## config.mk

```make
export PLATFORM = sky130hd
export DESIGN_NAME = oldest_or_richest_server_queue
export DESIGN_NICKNAME = d
export VERILOG_FILES = /design/src/hdl/oosq_pkg.sv /design/src/hdl/oosq_dpath.sv /design/src/hdl/oosq_ctrl.sv /design/src/hdl/oldest_or_richest_server_queue.sv
export SDC_FILE = /design/constraint.sdc
export NUM_CORES = 2
export LEC_CHECK = 0
export BUFFER_PORTS_ARGS = -buffer_cell sky130_fd_sc_hd__buf_2
export CAP_MARGIN = 40
export CORE_MARGIN = 2
export CORE_UTILIZATION = 60
export CTS_CLUSTER_SIZE = 12
export DETAILED_ROUTE_END_ITERATION = 7
export MAX_ROUTING_LAYER = met4
export PLACE_DENSITY = 0.76
export SLEW_MARGIN = 20
export SYNTH_ARGS = -nofsm -noshare
export SYNTH_HDL_FRONTEND = slang
export SYNTH_SLANG_ARGS = --single-unit
export TNS_END_PERCENT = 50
```

## constraint.sdc

```tcl
create_clock -name clock -period 16.75 [get_ports clock]
set_input_delay 3.35 -clock clock [delete_from_list [all_inputs] [get_ports clock]]
set_output_delay 3.35 -clock clock [all_outputs]
set_load 0.005 [all_outputs]
```

## src/hdl/oosq_pkg.sv

```systemverilog
// Shared types and codes for the oldest-or-richest server queue.
// Used by oosq_ctrl, oosq_dpath and the top level; depends on nothing.
package oosq_pkg;

   // Kind of request carried on req_tuser.
   localparam logic [1:0] FUNC_ARRIVE  = 2'd0;
   localparam logic [1:0] FUNC_OLDEST  = 2'd1;
   localparam logic [1:0] FUNC_RICHEST = 2'd2;

   // Result status carried on rsp_tuser.
   localparam logic [1:0] STAT_STORED = 2'd0;
   localparam logic [1:0] STAT_SERVED = 2'd1;
   localparam logic [1:0] STAT_FULL   = 2'd2;
   localparam logic [1:0] STAT_EMPTY  = 2'd3;

   localparam int CUST_BITS = 32;

   typedef enum logic [2:0] {
      CTL_CLEAR,
      CTL_IDLE,
      CTL_SCAN,
      CTL_LAST,
      CTL_COMMIT
   } state_type;

   // Commands from the controller to the datapath.
   typedef struct packed {
      logic op_load;
      logic clr_wr;
      logic scan_rd;
      logic commit;
   } ctl_cmd_type;

   // Status from the datapath to the controller.
   typedef struct packed {
      logic scan_last;
      logic rsp_free;
   } dp_stat_type;

endpackage

```

## src/hdl/oosq_dpath.sv

```systemverilog
// Datapath of the server queue: slot memory, scan compare, sequence counter
// and the result register. Depends on oosq_pkg; driven by oosq_ctrl.
module oosq_dpath
   import oosq_pkg::*;
#(
   parameter int TABLE_ENTRIES = 64,
   parameter int AMOUNT_BITS   = 20
) (
   input  logic          clock,
   input  logic          reset,
   input  ctl_cmd_type   cmd,
   output dp_stat_type   stat,
   input  logic [1:0]    func,
   input  logic [19:0]   amount,
   output logic          rsp_tvalid,
   input  logic          rsp_tready,
   output logic [1:0]    rsp_status,
   output logic [31:0]   rsp_customer
);

   localparam int IDX_W = $clog2(TABLE_ENTRIES);

   typedef struct packed {
      logic                   valid;
      logic [CUST_BITS-1:0]   cust;
      logic [AMOUNT_BITS-1:0] amt;
   } entry_type;

   entry_type              mem [TABLE_ENTRIES];

   logic [1:0]             op_func_ff;
   logic [AMOUNT_BITS-1:0] op_amt_ff, op_amt_in;
   logic [IDX_W-1:0]       cnt_ff;
   logic                   rd_pend_ff;
   logic [IDX_W-1:0]       rd_idx_ff;
   entry_type              rd_data_ff;
   logic                   found_ff;
   logic [IDX_W-1:0]       best_idx_ff;
   logic [CUST_BITS-1:0]   best_cust_ff;
   logic [AMOUNT_BITS-1:0] best_amt_ff;
   logic [CUST_BITS-1:0]   next_cust_ff;
   logic                   rsp_valid_ff;
   logic [1:0]             rsp_status_ff, rsp_status_in;
   logic [CUST_BITS-1:0]   rsp_cust_ff, rsp_cust_in;

   logic [31:0]            amt_wide;
   logic                   is_arrive, by_amount, better, take;
   logic                   wr_en;
   logic [IDX_W-1:0]       wr_addr;
   entry_type              wr_data;

   assign amt_wide  = 32'(amount);
   assign op_amt_in = amt_wide[AMOUNT_BITS-1:0];

   assign is_arrive = (op_func_ff == FUNC_ARRIVE);
   // The unused fourth code decodes as serve richest.
   assign by_amount = (op_func_ff != FUNC_ARRIVE) && (op_func_ff != FUNC_OLDEST);

   always_comb begin
      if (by_amount) begin
         better = (rd_data_ff.amt > best_amt_ff) ||
                  ((rd_data_ff.amt == best_amt_ff) && (rd_data_ff.cust < best_cust_ff));
      end else begin
         better = (rd_data_ff.cust < best_cust_ff);
      end
      if (is_arrive) begin
         take = rd_pend_ff && !found_ff && !rd_data_ff.valid;
      end else begin
         take = rd_pend_ff && rd_data_ff.valid && (!found_ff || better);
      end
   end

   // Result of the finished scan.
   always_comb begin
      rsp_status_in = STAT_EMPTY;
      rsp_cust_in   = '0;
      if (is_arrive) begin
         rsp_status_in = found_ff ? STAT_STORED : STAT_FULL;
         rsp_cust_in   = found_ff ? next_cust_ff : '0;
      end else if (found_ff) begin
         rsp_status_in = STAT_SERVED;
         rsp_cust_in   = best_cust_ff;
      end
   end

   // One memory write port: clearing pass, store on arrive, release on serve.
   always_comb begin
      wr_en   = cmd.clr_wr || (cmd.commit && found_ff);
      wr_addr = cmd.clr_wr ? cnt_ff : best_idx_ff;
      if (cmd.clr_wr) begin
         wr_data = '{valid: 1'b0, cust: best_cust_ff, amt: best_amt_ff};
      end else if (is_arrive) begin
         wr_data = '{valid: 1'b1, cust: next_cust_ff, amt: op_amt_ff};
      end else begin
         wr_data = '{valid: 1'b0, cust: best_cust_ff, amt: best_amt_ff};
      end
   end

   always_ff @(posedge clock) begin
      if (wr_en) begin
         mem[wr_addr] <= wr_data;
      end
      if (cmd.scan_rd) begin
         rd_data_ff <= mem[cnt_ff];
      end
   end

   always_ff @(posedge clock) begin
      if (reset) begin
         cnt_ff       <= '0;
         rd_pend_ff   <= 1'b0;
         found_ff     <= 1'b0;
         next_cust_ff <= CUST_BITS'(1);
         rsp_valid_ff <= 1'b0;
      end else begin
         rd_pend_ff <= cmd.scan_rd;
         if (cmd.op_load) begin
            cnt_ff   <= '0;
            found_ff <= 1'b0;
         end else begin
            if (cmd.clr_wr || cmd.scan_rd) begin
               cnt_ff <= cnt_ff + 1'b1;
            end
            if (take) begin
               found_ff <= 1'b1;
            end
         end
         if (cmd.commit && found_ff && is_arrive) begin
            next_cust_ff <= next_cust_ff + 1'b1;
         end
         if (cmd.commit) begin
            rsp_valid_ff <= 1'b1;
         end else if (rsp_tready) begin
            rsp_valid_ff <= 1'b0;
         end
      end
   end

   always_ff @(posedge clock) begin
      if (cmd.op_load) begin
         op_func_ff <= func;
         op_amt_ff  <= op_amt_in;
      end
      rd_idx_ff <= cnt_ff;
      if (take) begin
         best_idx_ff  <= rd_idx_ff;
         best_cust_ff <= rd_data_ff.cust;
         best_amt_ff  <= rd_data_ff.amt;
      end
      if (cmd.commit) begin
         rsp_status_ff <= rsp_status_in;
         rsp_cust_ff   <= rsp_cust_in;
      end
   end

   assign stat.scan_last = (cnt_ff == IDX_W'(TABLE_ENTRIES - 1));
   assign stat.rsp_free  = !rsp_valid_ff || rsp_tready;

   assign rsp_tvalid   = rsp_valid_ff;
   assign rsp_status   = rsp_status_ff;
   assign rsp_customer = rsp_cust_ff;

   a_commit_free: assert property (@(posedge clock) disable iff (reset)
      cmd.commit |-> (!rsp_valid_ff || rsp_tready))
      else $error("result loaded over an untaken result");

   a_seq_advance: assert property (@(posedge clock) disable iff (reset)
      (!$past(reset) && (next_cust_ff != $past(next_cust_ff)))
         |-> (rsp_valid_ff && (rsp_status_ff == STAT_STORED)))
      else $error("sequence number advanced without a stored result");

   a_port_clash: assert property (@(posedge clock) disable iff (reset)
      !(cmd.clr_wr && (cmd.scan_rd || cmd.commit)))
      else $error("clearing pass overlaps a scan or commit");

endmodule

```

## src/hdl/oosq_ctrl.sv

```systemverilog
// Controller state machine of the server queue: clearing pass, scan and
// commit sequencing. Depends on oosq_pkg; drives oosq_dpath.
module oosq_ctrl
   import oosq_pkg::*;
(
   input  logic        clock,
   input  logic        reset,
   input  logic        req_tvalid,
   output logic        req_tready,
   input  dp_stat_type stat,
   output ctl_cmd_type cmd
);

   state_type state_ff, state_in;

   always_ff @(posedge clock) begin
      if (reset) begin
         state_ff <= CTL_CLEAR;
      end else begin
         state_ff <= state_in;
      end
   end

   always_comb begin
      state_in = state_ff;
      case (state_ff)
         CTL_CLEAR:  if (stat.scan_last) state_in = CTL_IDLE;
         CTL_IDLE:   if (req_tvalid) state_in = CTL_SCAN;
         CTL_SCAN:   if (stat.scan_last) state_in = CTL_LAST;
         CTL_LAST:   state_in = CTL_COMMIT;
         CTL_COMMIT: if (stat.rsp_free) state_in = CTL_IDLE;
         default:    state_in = CTL_CLEAR;
      endcase
   end

   always_comb begin
      cmd        = '0;
      req_tready = 1'b0;
      case (state_ff)
         CTL_CLEAR:  cmd.clr_wr = 1'b1;
         CTL_IDLE: begin
            req_tready  = 1'b1;
            cmd.op_load = req_tvalid;
         end
         CTL_SCAN:   cmd.scan_rd = 1'b1;
         CTL_LAST:   cmd = '0;
         CTL_COMMIT: cmd.commit = stat.rsp_free;
         default:    cmd = '0;
      endcase
   end

   a_one_in_flight: assert property (@(posedge clock) disable iff (reset)
      (req_tvalid && req_tready) |=> !req_tready)
      else $error("second beat accepted while an item is in work");

   a_no_accept_clear: assert property (@(posedge clock) disable iff (reset)
      cmd.clr_wr |-> !req_tready)
      else $error("beat accepted during the clearing pass");

   a_scan_done: assert property (@(posedge clock) disable iff (reset)
      (cmd.scan_rd && stat.scan_last) |=> !cmd.scan_rd)
      else $error("scan ran past the last slot");

endmodule

```

## src/hdl/oldest_or_richest_server_queue.sv

```systemverilog
// Top level of the oldest-or-richest server queue: controller plus datapath.
// Depends on oosq_pkg, oosq_ctrl and oosq_dpath.
//
//   Channel   Dir  Handshake            Payload
//   req_      in   req_tvalid/tready    tuser[1:0] func, tdata[19:0] amount
//   rsp_      out  rsp_tvalid/tready    tuser[1:0] status, tdata[31:0] customer
//
// Every item walks the whole slot table once: the single read port of the slot
// memory delivers one slot per cycle, so an item passes through accept, scan,
// final compare and commit, and its result is loaded at the commit; the next
// beat can be accepted in the cycle after the commit.
// After reset a clearing pass marks every slot free;
// req_tready stays low during it.
// The result sits in an output register, so a new item is accepted and scanned
// while the previous result waits; only the commit waits for rsp_tready.
// Arrive takes the lowest free slot; serve oldest picks the smallest sequence
// number and serve richest the largest amount, ties to the smaller sequence
// number and then to the lower slot. Sequence numbers start at one and wrap.
module oldest_or_richest_server_queue
   import oosq_pkg::*;
#(
   parameter int TABLE_ENTRIES = 64,
   parameter int AMOUNT_BITS   = 20
) (
   input  logic        clock,
   input  logic        reset,
   input  logic        req_tvalid,
   output logic        req_tready,
   input  logic [23:0] req_tdata,   // [19:0] amount, [23:20] zero fill
   input  logic [1:0]  req_tuser,   // [1:0] func
   output logic        rsp_tvalid,
   input  logic        rsp_tready,
   output logic [31:0] rsp_tdata,   // [31:0] customer
   output logic [1:0]  rsp_tuser    // [1:0] status
);

   ctl_cmd_type cmd;
   dp_stat_type stat;

   oosq_ctrl u_ctrl (
      .clock      (clock),
      .reset      (reset),
      .req_tvalid (req_tvalid),
      .req_tready (req_tready),
      .stat       (stat),
      .cmd        (cmd)
   );

   oosq_dpath #(
      .TABLE_ENTRIES (TABLE_ENTRIES),
      .AMOUNT_BITS   (AMOUNT_BITS)
   ) u_dpath (
      .clock        (clock),
      .reset        (reset),
      .cmd          (cmd),
      .stat         (stat),
      .func         (req_tuser),
      .amount       (req_tdata[19:0]),
      .rsp_tvalid   (rsp_tvalid),
      .rsp_tready   (rsp_tready),
      .rsp_status   (rsp_tuser),
      .rsp_customer (rsp_tdata)
   );

endmodule

```

# Word level (Yosys, flattened, before mapping)
# Memories as Yosys holds them, arrays and structs flattened. A register that Yosys moved wholly into a read port is not among the register bits.
# Index checks and enable logic that the tools add are counted.
# word_totals
reg_bits	164
mem_bits_rw	3392
inputBits	30
n_memories	1
# memory_table
name	words	word_bits	rd	rd_clocked_by_memory_dff	write_ports	line	text
u_dpath.mem	64	53	1	1	1	oosq_dpath.sv:29	entry_type mem [TABLE_ENTRIES];
# classes
addsub	2
order_cmp	2
eq_ne	11
muxes	25
reduce_logical	22
# ops
op	n
two-way mux 53 bit	2
two-way mux 32 bit	3
adder 32 x 1 -> 32 bit (second input constant)	1
< comparator 32 bit	1
== test 20 bit	1
> comparator 20 bit	1
case mux 3 bit (5 select lines)	1
two-way mux 3 bit	4
two-way mux 1 bit	11
logical AND 1 bit	8
adder 6 x 1 -> 6 bit (second input constant)	1
== test 3 x 2 -> 1 bit (second input constant)	2
== test 6 bit (second input constant)	1
two-way mux 2 bit	3
two-way mux 6 bit	1
!= test 2 bit (second input constant)	3
logical OR 1 bit	5
!= test 2 x 1 -> 1 bit (second input constant)	2
AND reduction 4 bit	1
nonzero test 2 bit	2
== test 3 x 1 -> 1 bit (second input constant)	1
== test 3 bit (second input constant)	1
logical NOT 1 bit	3
logical NOT 3 bit	1
other kinds (2)	2

# Longest topological paths before layout
# logic_depth
word_depth	7
mapped_depth	10
mapped_depth_nobuf	8

# Modules after synthesis
# Synthesis repeated with hierarchy kept, for this count alone.
# hier_totals
hier_cells	6201
hier_area_um2	137525.6
# modules_own_cells
module	n_inst	cells_each	area_per_inst_um2	seq_area_each_um2
oosq_dpath	1	6181	137333.0	107813.4
oosq_ctrl	1	20	192.7	60.1

# Worst setup path before layout
# OpenSTA, ideal clock, no wires.
# synth_timing
path_type	in2reg
start	in rsp_tready
end	mem u_dpath.mem[22][0] (netlist name) (enable)
setup_time_ns	0.464
t_arrival_ns	6.364
required_ns	16.286
setup_slack_ns	9.922
stages	5
path_cell_list	nand2b_1 > nand3_1 > o21ai_0 > nand2_1 > nor2_1
# synth_between
elab_chain_cells	6
# synth_lines
element	line	text
from (decl)	oldest_or_richest_server_queue.sv:32	input logic rsp_tready,
logical OR 1 bit	oosq_dpath.sv:157	assign stat.rsp_free = !rsp_valid_ff || rsp_tready;
two-way mux 1 bit	oosq_ctrl.sv:39	case (state_ff)
logical AND 1 bit	oosq_dpath.sv:88	wr_en = cmd.clr_wr || (cmd.commit && found_ff);
logical OR 1 bit	oosq_dpath.sv:88	
two-way mux 1 bit	oosq_dpath.sv:100	if (wr_en) begin
two-way mux 1 bit (not written as such)	oosq_dpath.sv:101	mem[wr_addr] <= wr_data;
to (decl)	oosq_dpath.sv:29	
# No other way between the ends.

# Worst setup path after layout
# layout_timing
start	in rsp_tready
end	mem u_dpath.mem[27][36] (netlist name) (enable)
# Same word-level chain as after synthesis.

==> metrics.md <==
| Metric | Value |
|---|---|
| Max_cap viols | 0 |
| Core area | roughly 0.23 sq mm |
| Setup TNS | 0 ps |
| Synth Net Count | 6189 |
| Die H | ~480 um |
| Post-Layout Cell Count | between 9000 and 10000 |
| Root buffer cell | clkbuf_16 |
| Placed cell count | 9107 |
| Worst path cell trace | buf_2, nand2b_1, nand3_1, o22ai_1, nand2_1, nor2_4, buf_4, buf_4 |
| Dpl ws | around 9400 ps |
| Sequential area share after synthesis | 0.7826 |
| Placer Congestion | ~0.88 |
| Ys flop type | edfxtp_1 |
| CP Launch Type | input port |
| Total number of vias | 70920 |
| Synth top area share | 0.7754 |
| Antenna violations before repair | 15 |
| Crit-path slowest cell | nor2_4 |
| Slew at the pin closest to its max-slew limit | approximately 1100 ps |
| Sink Count | 3609 |
| Relative slew slack | 0.2964 |
| Final WS setup | between 9000 and 10000 ps |
| Hold Violations, Final | 0 |
| Routed WL | between 300000 and 400000 um |
| H-Tree Depth | 5 |
| # setup viols final | 0 |
| Post-synthesis register bit count | 3609 |
| DR iter-0 viols | 12480 |
| Fin crit share | 0.4032 |
| Kind of critical path | input port to flip-flop |
| Pin count of the biggest net entering global routing | roughly 120 |
| Hold_buf cts | 0 |
| Mapped cell area | between 0.1 and 0.15 sq mm |
| Average routed wire per standard cell | just under 40 um |
| TritonRoute pass-1 iters | 6 |
| Area grow syn2layout | 12.46% |
| DRC Markers | 0 |
| Share of layout cells above drive strength 1 | 0.2745 |
| Layout Utilization | 0.6801 |
| Multi-input logic area | 0.02923 sq mm |
| Arr. time, crit path | 7310 ps |
| FF-to-FF setup slack | roughly 11000 ps |
| Post-DP HPWL | a little under 200000 um |
| Area contributors post-synth | edfxtp_1 (78%), mux4_2 (14%), a22oi_1 (0.76%) |
| Delay-heaviest family, CP | simple AND/OR/NAND/NOR gates |
| Nets | ~6600 |
| Worst Path Max Fanout | 29 |
| Most frequent cell after synthesis | edfxtp_1 |
| GRT overflow | 0 |
| Critical Path Sink Type | flip-flop |
| Clock Tree Buf Depth | 4 |
| Initial Util | 0.6047 |
| Placed inst area | ~0.14 sq mm |
| Sequential cell area | roughly 0.11 sq mm |
| Slew Viols, Final | 0 |
| Most common cell type on the critical path | buf_4 |
| Status | finished clean |
| Warnings from Yosys | 0 |
| Final min period | approximately 6800 ps |
| Mean Syn Cell Area | 22.57 sq um |
| Row cnt | approximately 180 |
| Clock skew | approximately 87 ps |
| Critical path required time | approximately 17000 ps |
| Max frequency | around 150 MHz |
| Cell variety after synth | 65 |
| ANT nets after route | 0 |
| Gr usage total | 0.3336 |
| Number of global-route vias before repair | ~70000 |
| Buf+Inv Stages, Crit Path | 3 |
| Leak Pwr | 47.75 nW |
| First-pass GRT wire length | between 500000 and 600000 um |
| Hold Path Class | flip-flop to flip-flop |
| Cts repair resizes | 0 |
| RSZ-0062 raised after global routing | false |
| Post-synth EDFFs | 3559 |
| Pwr/cell area | 116.3 mW/mm^2 |
| Synth Instances | between 6000 and 7000 |
| Asr flop ratio synth | 0 |
| Post-synth top cells | edfxtp_1 (3559), mux4_2 (878), nand2_1 (169), nor2_1 (168), clkbuf_1 (154) |
| Clk Latency, worst-skew pair | 1010 ps |
| Fillers | roughly 13000 |
| CP max stage delay | 920 ps |
| Final instance area | approximately 0.16 sq mm |
| Reg clk slew, reported paths | 60 ps |
| Postcts setup bufs | 0 |
| Max rail drop VDD | 0.1121 mV |
| Via density | about 7.3 |
| Die area | between 0.2 and 0.25 sq mm |
| Ports | 66 |
| Port Buffer Count | 61 |
| CTS Buf Count | ~370 |
| Synth area leader | edfxtp_1 |
| Die width | 483.3 um |
| CTS tree | done |
## through the flow
step / power, W / hold slack, ps
after CTS: 0.01802 / 409.1
final: 0.01803 / 412.5
after floorplan: 0.01066 / 325.8
after detailed placement: 0.01091 / 394.3
after global placement: 0.01088 / 386.4
after global routing: 0.01840 / 412.5
## per-layer routing
metal	vias up	routed length (um)	GRT usage
met4	0	17520	0.1273
met5	-	0	-
met2	6541	175900	0.4840
met1	36690	129100	0.4439
met3	1122	59530	0.1116
li1	26570	-	-
## placed cells by master, fill, tap and decap left out, types with 38 or more instances in the layout
cell type | Yosys | routed
edfxtp_1 | 3559 | 3559
mux4_2 | 878 | 878
clkbuf_16 | 0 | 373
buf_4 | 36 | 204
nand2_1 | 169 | 168
a22oi_1 | 140 | 140
a21oi_1 | 109 | 107
nor2_1 | 168 | 100
clkbuf_1 | 154 | 86
mux2i_1 | 73 | 73
nor2_4 | 0 | 68
buf_2 | 87 | 63
buf_16 | 0 | 56
inv_1 | 54 | 53
mux2_2 | 53 | 53
ha_1 | 53 | 53
a221oi_1 | 52 | 52
a22o_1 | 52 | 52
o21ai_4 | 0 | 50
dfxtp_1 | 50 | 45
clkinv_1 | 1 | 43
nor3_1 | 44 | 43
o22ai_1 | 38 | 38
## layout make-up
| class | instances | area share |
|---|---|---|
| Tap cell | 3009 | 0.02429 |
| Clock buffer | 464 | 0.06274 |
| Timing Repair Buffer | 348 | 0.02469 |
| Clock inverter | 63 | 0.002220 |
| Inverter | 56 | 0.001356 |
| Antenna cell | 9 | 0.0001453 |
| Sequential cell | 3609 | 0.6960 |
| Multi-Input combinational cell | 2111 | 0.1886 |
## cell families (layout without fill, tap and decap cells)
| group | count (synthesis) | in the layout | synth area share |
|---|---|---|---|
| xor gates and xnor gates | 36 | 36 | 0.002288 |
| DFF | 3609 | 3609 | 0.7826 |
| other | 0 | 9 | 0 |
| and+or+nand+nor | 495 | 495 | 0.01618 |
| adders and majority gates | 53 | 53 | 0.004811 |
| AOI/OAI and AO/OA | 514 | 514 | 0.02559 |
| muxes | 1013 | 1013 | 0.1548 |
| buffers and inverters | 386 | 931 | 0.01371 |
## power by group
part | total (W) | switching, W | internal [W]
clock network | 0.00727 | 0.00323 | 0.00404
registers | 0.00985 | 0.0000225 | 0.00983
logic | 0.000907 | 0.000490 | 0.000417
total | 0.0180 | 0.00374 | 0.0143
## final timing paths
| path | from | endpoint | depth (start not counted) |
|---|---|---|---|
| worst max-delay path | rsp_tready | u_dpath.mem[27][36] | 8 |
| worst min-delay path | u_dpath.rd_idx_ff[0] | u_dpath.best_idx_ff[0] | 0 |
| worst max register to register | u_dpath.cnt_ff[1] | u_dpath.rd_data_ff[36] | 8 |
| worst min register to register | u_dpath.rd_idx_ff[0] | u_dpath.best_idx_ff[0] | 0 |
## flip-flops by register name (all words and copies together), names as in the netlist
register / cells
u_ctrl.state_ff: 3
u_dpath.best_amt_ff: 20
u_dpath.best_cust_ff: 32
u_dpath.best_idx_ff: 6
u_dpath.cnt_ff: 6
u_dpath.found_ff: 1
u_dpath.mem: 3392
u_dpath.next_cust_ff: 32
u_dpath.op_amt_ff: 20
u_dpath.op_func_ff: 2
u_dpath.rd_data_ff: 53
u_dpath.rd_idx_ff: 6
u_dpath.rd_pend_ff: 1
u_dpath.rsp_customer: 32
u_dpath.rsp_status: 2
u_dpath.rsp_tvalid: 1
No activity file was read; power rests on OpenSTA's default activity.
